### src/rtl/core/pkbd_pkg.sv
// Shared types, constants and helper functions for the per-key burst detector.
package pkbd_pkg;

   // Field widths
   localparam int KEY_W      = 12;
   localparam int IDX_W      = 11;
   localparam int TIME_W     = 64;
   localparam int WINDOW_W   = 32;
   localparam int COUNT_W    = 16;
   localparam int PENALTY_W  = 5;
   localparam int CSR_ADDR_W = 3;
   localparam int CSR_DATA_W = 32;

   // Table geometry default
   localparam int TABLE_SIZE_DEFAULT = 512;

   // Register reset values and limits
   localparam logic [WINDOW_W-1:0]  WINDOW_RESET = WINDOW_W'(1000000);
   localparam logic [COUNT_W-1:0]   THRESH_RESET = COUNT_W'(10);
   localparam logic [COUNT_W-1:0]   COUNT_MAX    = {COUNT_W{1'b1}};
   localparam logic [PENALTY_W-1:0] PENALTY_BASE = PENALTY_W'(10);

   // Register select (byte address bit 2)
   localparam logic REG_WINDOW = 1'b0;
   localparam logic REG_THRESH = 1'b1;

   // One classified item waiting in the queue
   typedef struct packed {
      logic                 key_valid;
      logic [IDX_W-1:0]     index;
      logic [PENALTY_W-1:0] penalty;
      logic [TIME_W-1:0]    timestamp;
   } pkbd_entry_type;

   // Queue fill status seen by front and back
   typedef struct packed {
      logic full;
      logic empty;
   } pkbd_queue_status_type;

   // Back end sequencer
   typedef enum logic [1:0] {
      BK_CLEAR,
      BK_IDLE,
      BK_EXEC
   } pkbd_back_state_type;

   // 10 + (idx mod 10); quotient by reciprocal multiply, exact for idx < 2048
   function automatic logic [PENALTY_W-1:0] penalty_of(input logic [IDX_W-1:0] idx);
      logic [25:0]      prod;
      logic [IDX_W-1:0] quot;
      logic [IDX_W-1:0] rem;
      prod = 26'(idx) * 26'd3277;
      quot = prod[25:15];
      rem  = idx - ((quot << 3) + (quot << 1));
      if (rem >= IDX_W'(10)) begin
         rem = rem - IDX_W'(10);
      end
      return PENALTY_BASE + PENALTY_W'(rem[3:0]);
   endfunction

endpackage

### src/rtl/core/pkbd_front.sv
// Front end: takes items, checks the key range and precomputes the penalty.
module pkbd_front #(
   parameter int TABLE_SIZE = pkbd_pkg::TABLE_SIZE_DEFAULT
) (
   input  logic                                  req_valid,
   output logic                                  req_stall,
   input  logic signed [pkbd_pkg::KEY_W-1:0]     req_event_key,
   input  logic        [pkbd_pkg::TIME_W-1:0]    req_timestamp_ns,
   input  logic                                  clearing,
   input  pkbd_pkg::pkbd_queue_status_type       q_status,
   output logic                                  push,
   output pkbd_pkg::pkbd_entry_type              push_entry
);

   logic [pkbd_pkg::IDX_W-1:0] idx;
   logic                       in_range;

   // Hold off while the table is being cleared or the queue is full
   assign req_stall = clearing | q_status.full;
   assign push      = req_valid & ~req_stall;

   // Negative keys and keys past the table end are passed on as ignored
   assign idx      = req_event_key[pkbd_pkg::IDX_W-1:0];
   assign in_range = ~req_event_key[pkbd_pkg::KEY_W-1] &&
                     ({1'b0, idx} < pkbd_pkg::KEY_W'(TABLE_SIZE));

   always_comb begin
      push_entry.key_valid = in_range;
      push_entry.index     = idx;
      push_entry.penalty   = pkbd_pkg::penalty_of(idx);
      push_entry.timestamp = req_timestamp_ns;
   end

endmodule

### config.mk
export PLATFORM = sky130hd
export DESIGN_NAME = pkbd_front
export DESIGN_NICKNAME = d
export VERILOG_FILES = /design/src/rtl/core/pkbd_pkg.sv /design/src/rtl/core/pkbd_front.sv
export SDC_FILE = /design/constraint.sdc
export NUM_CORES = 1
export LEC_CHECK = 0
export BUFFER_PORTS_ARGS = -buffer_cell sky130_fd_sc_hd__buf_2
export CAP_MARGIN = 20
export CORE_MARGIN = 4
export CORE_UTILIZATION = 43
export DETAILED_ROUTE_END_ITERATION = 6
export GPL_ROUTABILITY_DRIVEN = 0
export GPL_TIMING_DRIVEN = 0
export PLACE_DENSITY = 0.84
export SYNTH_ARGS = -nofsm -noshare
export SYNTH_HDL_FRONTEND = slang
export SYNTH_SLANG_ARGS = --single-unit
### constraint.sdc
create_clock -name vclk -period 28.8
set_input_delay 5.76 -clock vclk [all_inputs]
set_output_delay 5.76 -clock vclk [all_outputs]
set_load 0.05 [all_outputs]
Word level (Yosys, flattened, before mapping) --
Index checks and enable logic that the tools add are counted.
Word-level totals: flip-flop bits (word level) 0, bits of input ports 80, output and inout port bits 83, word-level logic and storage cells 13
Operators by class: add/sub/neg operators 4, multiply operators 1, $lt $le $gt $ge 2, multiplexer cells 1, bitwise logic cells 4, reduce and logical (&&, ||, !) cells 1
Operators with widths (number):
- multiplier 11 x 12 -> 23 bit (second input constant) | 1
- adder 11 x 9 -> 11 bit | 1
- greater-or-equal comparator 11 x 4 -> 1 bit (second input constant) | 1
- < comparator 11 x 10 -> 1 bit (second input constant) | 1
- subtractor 11 bit | 1
- adder 4 x 4 -> 5 bit (first input constant) | 1
- two-way mux 4 bit | 1
- subtractor 4 bit (second input constant) | 1
- NOT 1 bit | 2
- bitwise AND 1 bit | 1
- logical AND 1 bit | 1
- bitwise OR 1 bit | 1

Longest topological paths before layout --
depth after elaboration 6, mapped depth 34

Least setup slack after synthesis --
Ideal clock, no wire load.
path type input to output, start input req_event_key[9] in the netlist's numbering, end output push_entry[67] in the netlist's numbering, arrival time 13.795 ns, data required time 23.040 ns, setup slack 9.245 ns, stages 29, path through inv_1 > ha_1 > fa_1 > fa_1 > inv_1 > fa_1 > fa_1 > inv_1 > ha_1 > and3_1 > and3_1 > a41o_1 > o31a_1 > o21ai_0 > nand2b_1 > xor2_1 > inv_1 > fa_1 > ha_1 > a21o_1 > or3_1 > a2111o_1 > a31o_1 > mux2_4 > nor3_4 > mux2i_1 > ha_1 > xnor2_1 > xnor2_1
RTL lines:
- from (decl) | line pkbd_front.sv:7 | input logic signed [pkbd_pkg::KEY_W-1:0] req_event_key,
- to (decl) | line pkbd_front.sv:12 | output pkbd_pkg::pkbd_entry_type push_entry

==> flow_summary.ini <==
[outcome]
status = finished clean

[finish]
flops_and_latches = 0
register_area_um2 = 0
area_growth_pct = 17.5
layout.nets = 706
diodes = 0
nClkBuffers = 0
final_core_util = 0.529
drive_gt1_frac = 0.360
fin_cells = 610
nFillCells = 724

[sta]
max-slew-margin-rel = 0.694
fmax_mhz = 50.2
worst_slew_pin_slew_ns = 0.456
period_share = 0.692
hold_viol_final = 0
fin_tns_setup_ns = 0
report.final.slew_viol_count = 0
setup_violations = 0
rsz0062_at_grt = false
timing.hold.ws_ns = 11.82
finalCriticalPeriod_ns = 19.92

[drt]
drt_first_pass_iters = 4
drtIter0Drc = 90
vias = 2932
avgViaCountPerCell = 4.81
wl_per_cell_um = 12.8
ant_nets = 0
route.detailed.drc = 0
routed_wl_um = 7820

[setup_path]
crit_path_frequent_cell = fa_1
worst_ep_required_time_ns = 23.04
endpoint_kind = output port
critPathKind = in -> out
slowest_delay_ns = 0.55
critPathLaunchType = input pin
crit_slowest_cell = fa_1
cp_max_fo = 5
arrival_ns = 14.16

[synth]
synth_common_cells = inv_1, ha_1, buf_4
syn-num-nets = 606
synth_simple_gate_area_frac = 0.0693
synthTopCellsByArea = ha_1, fa_1, buf_4
yosys_warnings = 0
synth_cell_types = 52
synth_top_area_frac = 0.279
syn_avg_cell_area_um2 = 8.63
synth_top_family_by_area = adder cells
yosys.area_share.adder = 0.489
syn_area_um2 = 3540
synthMuxAreaShare = 0.0127
synthXorXnorAreaFrac = 0.0580
synth_compound_area_frac = 0.112
synth_top_cell_by_area = ha_1
synth_seq_area_share = 0
synth_most_common_cell = inv_1
netlist_instances = 410

[die]
fp.coreArea_um2 = 7850
die_w_um = 98.7
placementRows = 32
ios = 163
dieArea_um2 = 9740
start_util = 0.451
die_y_um = 98.7

[clock_network]
post_cts_buffers = 0
hold_buffers = 0
ctsResizeCount = 0

[global_routing]
grt_pass1_wl_um = 13100
grt_usage = 0.156
grt_pass1_vias = 3011
antenna_found_initial = 0
overflow = 0
grt_max_degree = 8

[placement]
post-place-cells = 610
place_hpwl_um = 7190
portBuffers = 98

[job]
maxCapViolCount = 0

[min_path]
hold_class = in -> out
worst paths after layout:
kind                              from        endpoint  slack (ns)  cells after the start
setup / recovery      req_event_key[9]  push_entry[67]        8.88                     31
hold / removal    req_timestamp_ns[43]  push_entry[43]       11.82                      2
final cells by class:
type,count,area (um2),share of cell area
buffer,76,571,0.137
inverter,92,345,0.0831
multi-input combinational,242,2620,0.631
tap,102,128,0.0307
timing repair buffer,98,490,0.118
per-layer routing:
metal	routed length, um	part of all wire	vias to the layer above	track usage
met5	0	0	-	0
met4	73	0.0093	0	0.0116
met3	597	0.076	7	0.0170
met2	3940	0.50	125	0.295
met1	3210	0.41	1339	0.199
li1	-	-	1461	-
worst max-delay path: cells and delay by family:
kind,cells,cell delay [ns]
XOR/XNOR,3,0.50
buffers and inverters,6,0.69
AND/OR/NAND/NOR,5,1.21
AO/OA/AOI/OAI,6,1.60
adder cells (fa/ha/maj),9,3.83
multiplexers,2,0.55
cell families (layout without fill, tap and decap cells):
logic type	after synthesis	after routing
adders and majority gates	116	116
muxes	4	4
AOI/OAI and AO/OA	57	57
buffers and inverters	168	266
xor gates and xnor gates	21	21
and+or+nand+nor	44	44
cell usage in the layout, fill, tap and decap left out, drive strengths merged, types with 4 or more instances in the layout:
cell,count
buf,174
inv,92
ha,79
fa,37
a21oi,16
xnor2,12
nor2,11
o21ai,9
xor2,8
nand2,7
a211oi,5
a21o,4
stage by stage:
stage / instance area, um2 / setup slack, ns
5_1_grt: 4160 / 8.35
6_report: 4160 / 8.88
3_3_place_gp: 4160 / 9.03
3_5_place_dp: 4160 / 8.92
4_1_cts: 4160 / 8.87
2_1_floorplan: 3540 / 9.24
Power is not shown: default switching activity piles up to over one toggle a cycle in this logic, so the estimate is an artifact.
