--- src/rtl/core/pkbd_pkg.sv ---
// Shared types, constants and helper functions for the per-key burst detector.
package pkbd_pkg;

   // Field widths
   localparam int KEY_W      = 12;
   localparam int IDX_W      = 11;
   localparam int TIME_W     = 64;
   localparam int WINDOW_W   = 32;
   localparam int COUNT_W    = 16;
   localparam int PENALTY_W  = 5;
   localparam int CSR_ADDR_W = 3;
   localparam int CSR_DATA_W = 32;

   // Table geometry default
   localparam int TABLE_SIZE_DEFAULT = 512;

   // Register reset values and limits
   localparam logic [WINDOW_W-1:0]  WINDOW_RESET = WINDOW_W'(1000000);
   localparam logic [COUNT_W-1:0]   THRESH_RESET = COUNT_W'(10);
   localparam logic [COUNT_W-1:0]   COUNT_MAX    = {COUNT_W{1'b1}};
   localparam logic [PENALTY_W-1:0] PENALTY_BASE = PENALTY_W'(10);

   // Register select (byte address bit 2)
   localparam logic REG_WINDOW = 1'b0;
   localparam logic REG_THRESH = 1'b1;

   // One classified item waiting in the queue
   typedef struct packed {
      logic                 key_valid;
      logic [IDX_W-1:0]     index;
      logic [PENALTY_W-1:0] penalty;
      logic [TIME_W-1:0]    timestamp;
   } pkbd_entry_type;

   // Queue fill status seen by front and back
   typedef struct packed {
      logic full;
      logic empty;
   } pkbd_queue_status_type;

   // Back end sequencer
   typedef enum logic [1:0] {
      BK_CLEAR,
      BK_IDLE,
      BK_EXEC
   } pkbd_back_state_type;

   // 10 + (idx mod 10); quotient by reciprocal multiply, exact for idx < 2048
   function automatic logic [PENALTY_W-1:0] penalty_of(input logic [IDX_W-1:0] idx);
      logic [25:0]      prod;
      logic [IDX_W-1:0] quot;
      logic [IDX_W-1:0] rem;
      prod = 26'(idx) * 26'd3277;
      quot = prod[25:15];
      rem  = idx - ((quot << 3) + (quot << 1));
      if (rem >= IDX_W'(10)) begin
         rem = rem - IDX_W'(10);
      end
      return PENALTY_BASE + PENALTY_W'(rem[3:0]);
   endfunction

endpackage

--- src/rtl/core/pkbd_queue.sv ---
// Two-entry queue between the classifying front end and the table back end.
module pkbd_queue (
   input  logic                           clock,
   input  logic                           reset,
   input  logic                           push,
   input  pkbd_pkg::pkbd_entry_type       push_entry,
   input  logic                           pop,
   output pkbd_pkg::pkbd_entry_type       head,
   output pkbd_pkg::pkbd_queue_status_type status
);

   pkbd_pkg::pkbd_entry_type slot_ff [2];
   logic       wr_ptr_ff, wr_ptr_in;
   logic       rd_ptr_ff, rd_ptr_in;
   logic [1:0] count_ff, count_in;

   // Pointer and fill count update
   always_comb begin
      wr_ptr_in = push ? ~wr_ptr_ff : wr_ptr_ff;
      rd_ptr_in = pop ? ~rd_ptr_ff : rd_ptr_ff;
      count_in  = count_ff + 2'(push) - 2'(pop);
   end

   always_ff @(posedge clock) begin
      if (reset) begin
         wr_ptr_ff <= 1'b0;
         rd_ptr_ff <= 1'b0;
         count_ff  <= 2'd0;
      end else begin
         wr_ptr_ff <= wr_ptr_in;
         rd_ptr_ff <= rd_ptr_in;
         count_ff  <= count_in;
      end
   end

   // Payload storage
   always_ff @(posedge clock) begin
      if (push) begin
         slot_ff[wr_ptr_ff] <= push_entry;
      end
   end

   assign head         = slot_ff[rd_ptr_ff];
   assign status.full  = (count_ff == 2'd2);
   assign status.empty = (count_ff == 2'd0);

endmodule

--- config.mk ---
export PLATFORM = sky130hd
export DESIGN_NAME = pkbd_queue
export DESIGN_NICKNAME = d
export VERILOG_FILES = /design/src/rtl/core/pkbd_pkg.sv /design/src/rtl/core/pkbd_queue.sv
export SDC_FILE = /design/constraint.sdc
export NUM_CORES = 1
export LEC_CHECK = 0
export BUFFER_PORTS_ARGS = -buffer_cell sky130_fd_sc_hd__buf_2
export CORE_ASPECT_RATIO = 1.25
export CORE_MARGIN = 2
export CORE_UTILIZATION = 46
export CTS_CLUSTER_DIAMETER = 120
export CTS_CLUSTER_SIZE = 30
export DETAILED_ROUTE_END_ITERATION = 8
export GPL_TIMING_DRIVEN = 0
export PLACE_DENSITY = 0.7
export SETUP_SLACK_MARGIN = 0.2
export SLEW_MARGIN = 5
export SYNTH_ARGS = -nofsm -noshare
export SYNTH_HDL_FRONTEND = slang
export SYNTH_SLANG_ARGS = --single-unit
--- constraint.sdc ---
create_clock -name clock -period 6.1 [get_ports clock]
set_clock_uncertainty 0.15 [all_clocks]
set_input_delay 1.22 -clock clock [delete_from_list [all_inputs] [get_ports clock]]
set_output_delay 1.22 -clock clock [all_outputs]
set_load 0.05 [all_outputs]
Word level (Yosys, flattened, before mapping)
Memories as Yosys holds them, arrays and structs flattened. A register that Yosys moved wholly into a read port is not among the register bits.
Cells that the tools add are included.
W data, S select, Z words.

operators by class
  multiplexer cells = 4
  bitwise operators = 2
  add/sub/neg operators = 2
  eq/ne operators = 1
  reduce and logical (&&, ||, !) cells = 1

operators by type and width
  kind                  count
  $mux W1               4
  $add A2 B1 Y2         1
  $eq A2 B2 Y1 const B  1
  $logic_not A2 Y1      1
  $not A1 Y1            2
  $sub A2 B1 Y2         1

word-level totals
  register bits after elaboration = 4
  logic and storage cells = 14
  output and inout bits = 83
  memories = 1
  memory bits (writable) = 162
  input port bits = 85

memory list
  memory   words  bits a word  read ports  clocked after memory_dff  write ports  line              text
  slot_ff  2      81           1           1                         1            pkbd_queue.sv:12  pkbd_pkg::pkbd_entry_type slot_ff [2];

Logic depth before layout (Yosys ltp)
  depth after elaboration = 3
  gate-level depth with buffers = 6
  mapped depth without buffers = 6

Worst setup path before layout
Ideal clock, no wire load.

  path type = input -> register
  start = input push
  end = memory slot_ff[0][0] (netlist name) (enable)
  path buffers = 0
  stages = 1
  setup time = 531 ps
  setup slack = 659 ps
  arrival time = 4761 ps
  data required time = 5419 ps
  cell sequence = nor2b_1

between the ends
  word-level cells in the longest chain between the ends = 2

RTL lines
  element                        line              text
  start: declaration             pkbd_queue.sv:5   input logic push,
  $mux W1                        pkbd_queue.sv:38  if (push) begin
  $mux W1 (not written as such)  pkbd_queue.sv:39  slot_ff[wr_ptr_ff] <= push_entry;
  end: declaration               pkbd_queue.sv:12

No other way between the ends.

==> flow_summary.yaml <==
status:
  run_status: "complete, no violations"
place:
  gp_congestion: 0.670
  portBuffers: 167
  placed_area_sq_um: 7600
  dp_hpwl_mm: 7.21
  place_inst: 618
global_routing:
  grt_antenna_before_repair: 3
  grt_pass1_vias: 3218
  grt_max_degree: 54
  grt_pass1_wl_mm: 15.8
  grt.total_usage: 0.144
  grt_overflow: 0
sta:
  slew_viol_final: 0
  tightest_slew_ps: 891
  max_freq_mhz: 329
  rsz0062_at_grt: "no"
  fin_crit_ps: 3040
  period_share: 0.498
  setup_violations: 0
  maxSlewHeadroom: 0.405
  hold_violations: 0
  fin_setup_tns_ps: 0
finish:
  final_common_cell: "buf_2"
  drive_gt1_frac: 0.617
  regArea_sq_um: 4960
  area_delta_synth_final_pct: 26.8
  final_cell_mix: "167 x buf_2, 162 x edfxtp_1, 80 x mux2_4, 17 x clkbuf_16, 10 x buf_12"
  fillers: 1038
  finalInstanceArea_sq_um: 8200
  instances_no_fill: 654
  multiInputGateArea_sq_um: 1330
  nets: 549
  final_util: 0.596
drt:
  route.detailed.drc: 0
  routed_wl_mm: 10.7
  via_count: 3090
  drt_pass1_iterations: 4
  postRouteAntennaNets: 0
  routedWlPerCell_um: 16.4
  avgViaCountPerCell: 4.72
  drt_iter0_drc: 102
synthesis:
  avgSynthCellArea_sq_um: 23.7
  netlist_area_sq_um: 6460
  synth_top_family_by_area: "multiplexers"
  synthAdderAreaFrac: 0.00387
  ys_warn_count: 0
  synthSimpleGateAreaFrac: 0.00677
  synth_xor_area_frac: 0.00619
  netlist_instances: 273
  syn_nets: 360
  ys_ff_latch: 167
  synthMuxAreaShare: 0.188
  synth_compound_area_frac: 0
  ys_types: 13
  ys_seq_area_frac: 0.768
clocking:
  cts_tree: "built"
  cts_sinks: 167
  clock_path_buffers: 2
  cts_inserted_buffers: 17
  root_buffer: "clkbuf_16"
  clk_pin_slew_ps: 60
  hold_buffers: 0
  cts_setup_buffers: 0
  htreeDepth: 4
  cts_resized: 0
  clock_insertion_delay_worst_skew_ps: 400
critical_path:
  crit_fanout: 10
  worstSetupPathType: "flip-flop to primary output"
  critPathMaxStageDelay_ps: 320
  crit_family: "buffers and inverters"
  path_cells: "buf_6, buf_12, mux2_4, buf_2"
  crit_slowest_cell: "dfxtp_1"
  cp_num_buf_inv: 3
  required_ps: 4730
  worstSetupStartpointType: "flip-flop"
  cp-end-kind: "primary output"
  arrival_ps: 1670
floorplanning:
  design.core.area_sq_um: 13800
  initial_core_util: 0.470
  die_area_sq_um: 15000
  io_pins: 168
  die_h_um: 137
  rows: 48
  fp.dieW_um: 110
job:
  max_cap_viol_count: 0
power:
  cellPowerDensity_nw_per_um2: 361
  vdd_drop_max_uv: 241
  power_leakage_nw: 3.29
min_path:
  hp-class: "flip-flop to flip-flop"
layer usage:
metal,up-vias,share of wire,GRT usage
li1,1463,-,-
met1,1520,0.38,0.163
met2,99,0.53,0.242
met3,8,0.075,0.0590
met4,0,0.013,0.0520
met5,-,0,0
cell families (layout without fill, tap and decap cells):
kind of cell,Yosys count,count (layout)
mux,81,81
other cells,0,4
simple gates,9,9
fa+ha+maj,2,2
buf+inv,11,213
xor+xnor,3,3
flops,167,167
area by class of cell:
class	instances	share of cell area
plain buffers	9	0.0209
clock buffers	17	0.0519
flip-flops and latches	167	0.606
diodes	4	0.00122
multi-input cells	95	0.162
clock inverters	15	0.0203
repair buffers	170	0.110
well taps	175	0.0267
inverters	2	0.000916
cells in the mapped netlist:
master | number | area (sq um)
and2_1 | 1 | 6.26
mux2_2 | 1 | 11.3
buf_12 | 8 | 160
mux2_4 | 80 | 1200
ha_1 | 2 | 25.0
dfxtp_1 | 5 | 100
buf_6 | 1 | 11.3
edfxtp_1 | 162 | 4860
xnor3_1 | 1 | 22.5
nor2b_1 | 3 | 18.8
nor2_1 | 5 | 18.8
inv_1 | 2 | 7.51
xnor2_1 | 2 | 17.5
flip-flops by register name, summed over array words and instances (netlist names), named ones only:
register / flops
slot_ff: 162
count_ff: 2
rd_ptr_ff: 1
wr_ptr_ff: 1
path summary, 6_finish.rpt:
kind | cells after the start | from | end | slack, ps
setup / recovery | 4 | flip-flop | head[18] | 3060
hold / removal | 2 | rd_ptr_ff | flip-flop | 370
setup reg to reg | 3 | wr_ptr_ff | slot_ff[0][15] | 4050
hold reg to reg | 2 | rd_ptr_ff | flip-flop | 370
tightest hold or removal path: stages (launching register included):
cell and delay [ps]:
dfxtp_1 330, xnor2_1 80, nor2_1 70
power breakdown:
group / total, W / leakage (nW) / internal (W) / switching, W
registers: 0.00136 / 1.56 / 0.00134 / 0.0000187
clock network: 0.00106 / 0.294 / 0.000615 / 0.000442
logic: 0.000543 / 1.43 / 0.000192 / 0.000351
total: 0.00296 / 3.29 / 0.00214 / 0.000812
per-stage QoR:
| step | total power [W] | setup WS (ps) | hold slack (ps) |
|---|---|---|---|
| final | 0.00296 | 3060 | 368 |
| after global routing | 0.00307 | 2980 | 385 |
| after CTS | 0.00299 | 3020 | 368 |
| after detailed placement | 0.00193 | 2970 | 353 |
| after global placement | 0.00192 | -1550 | 344 |
| after floorplan | 0.00181 | 659 | 330 |
No activity file was read; power rests on OpenSTA's default activity.
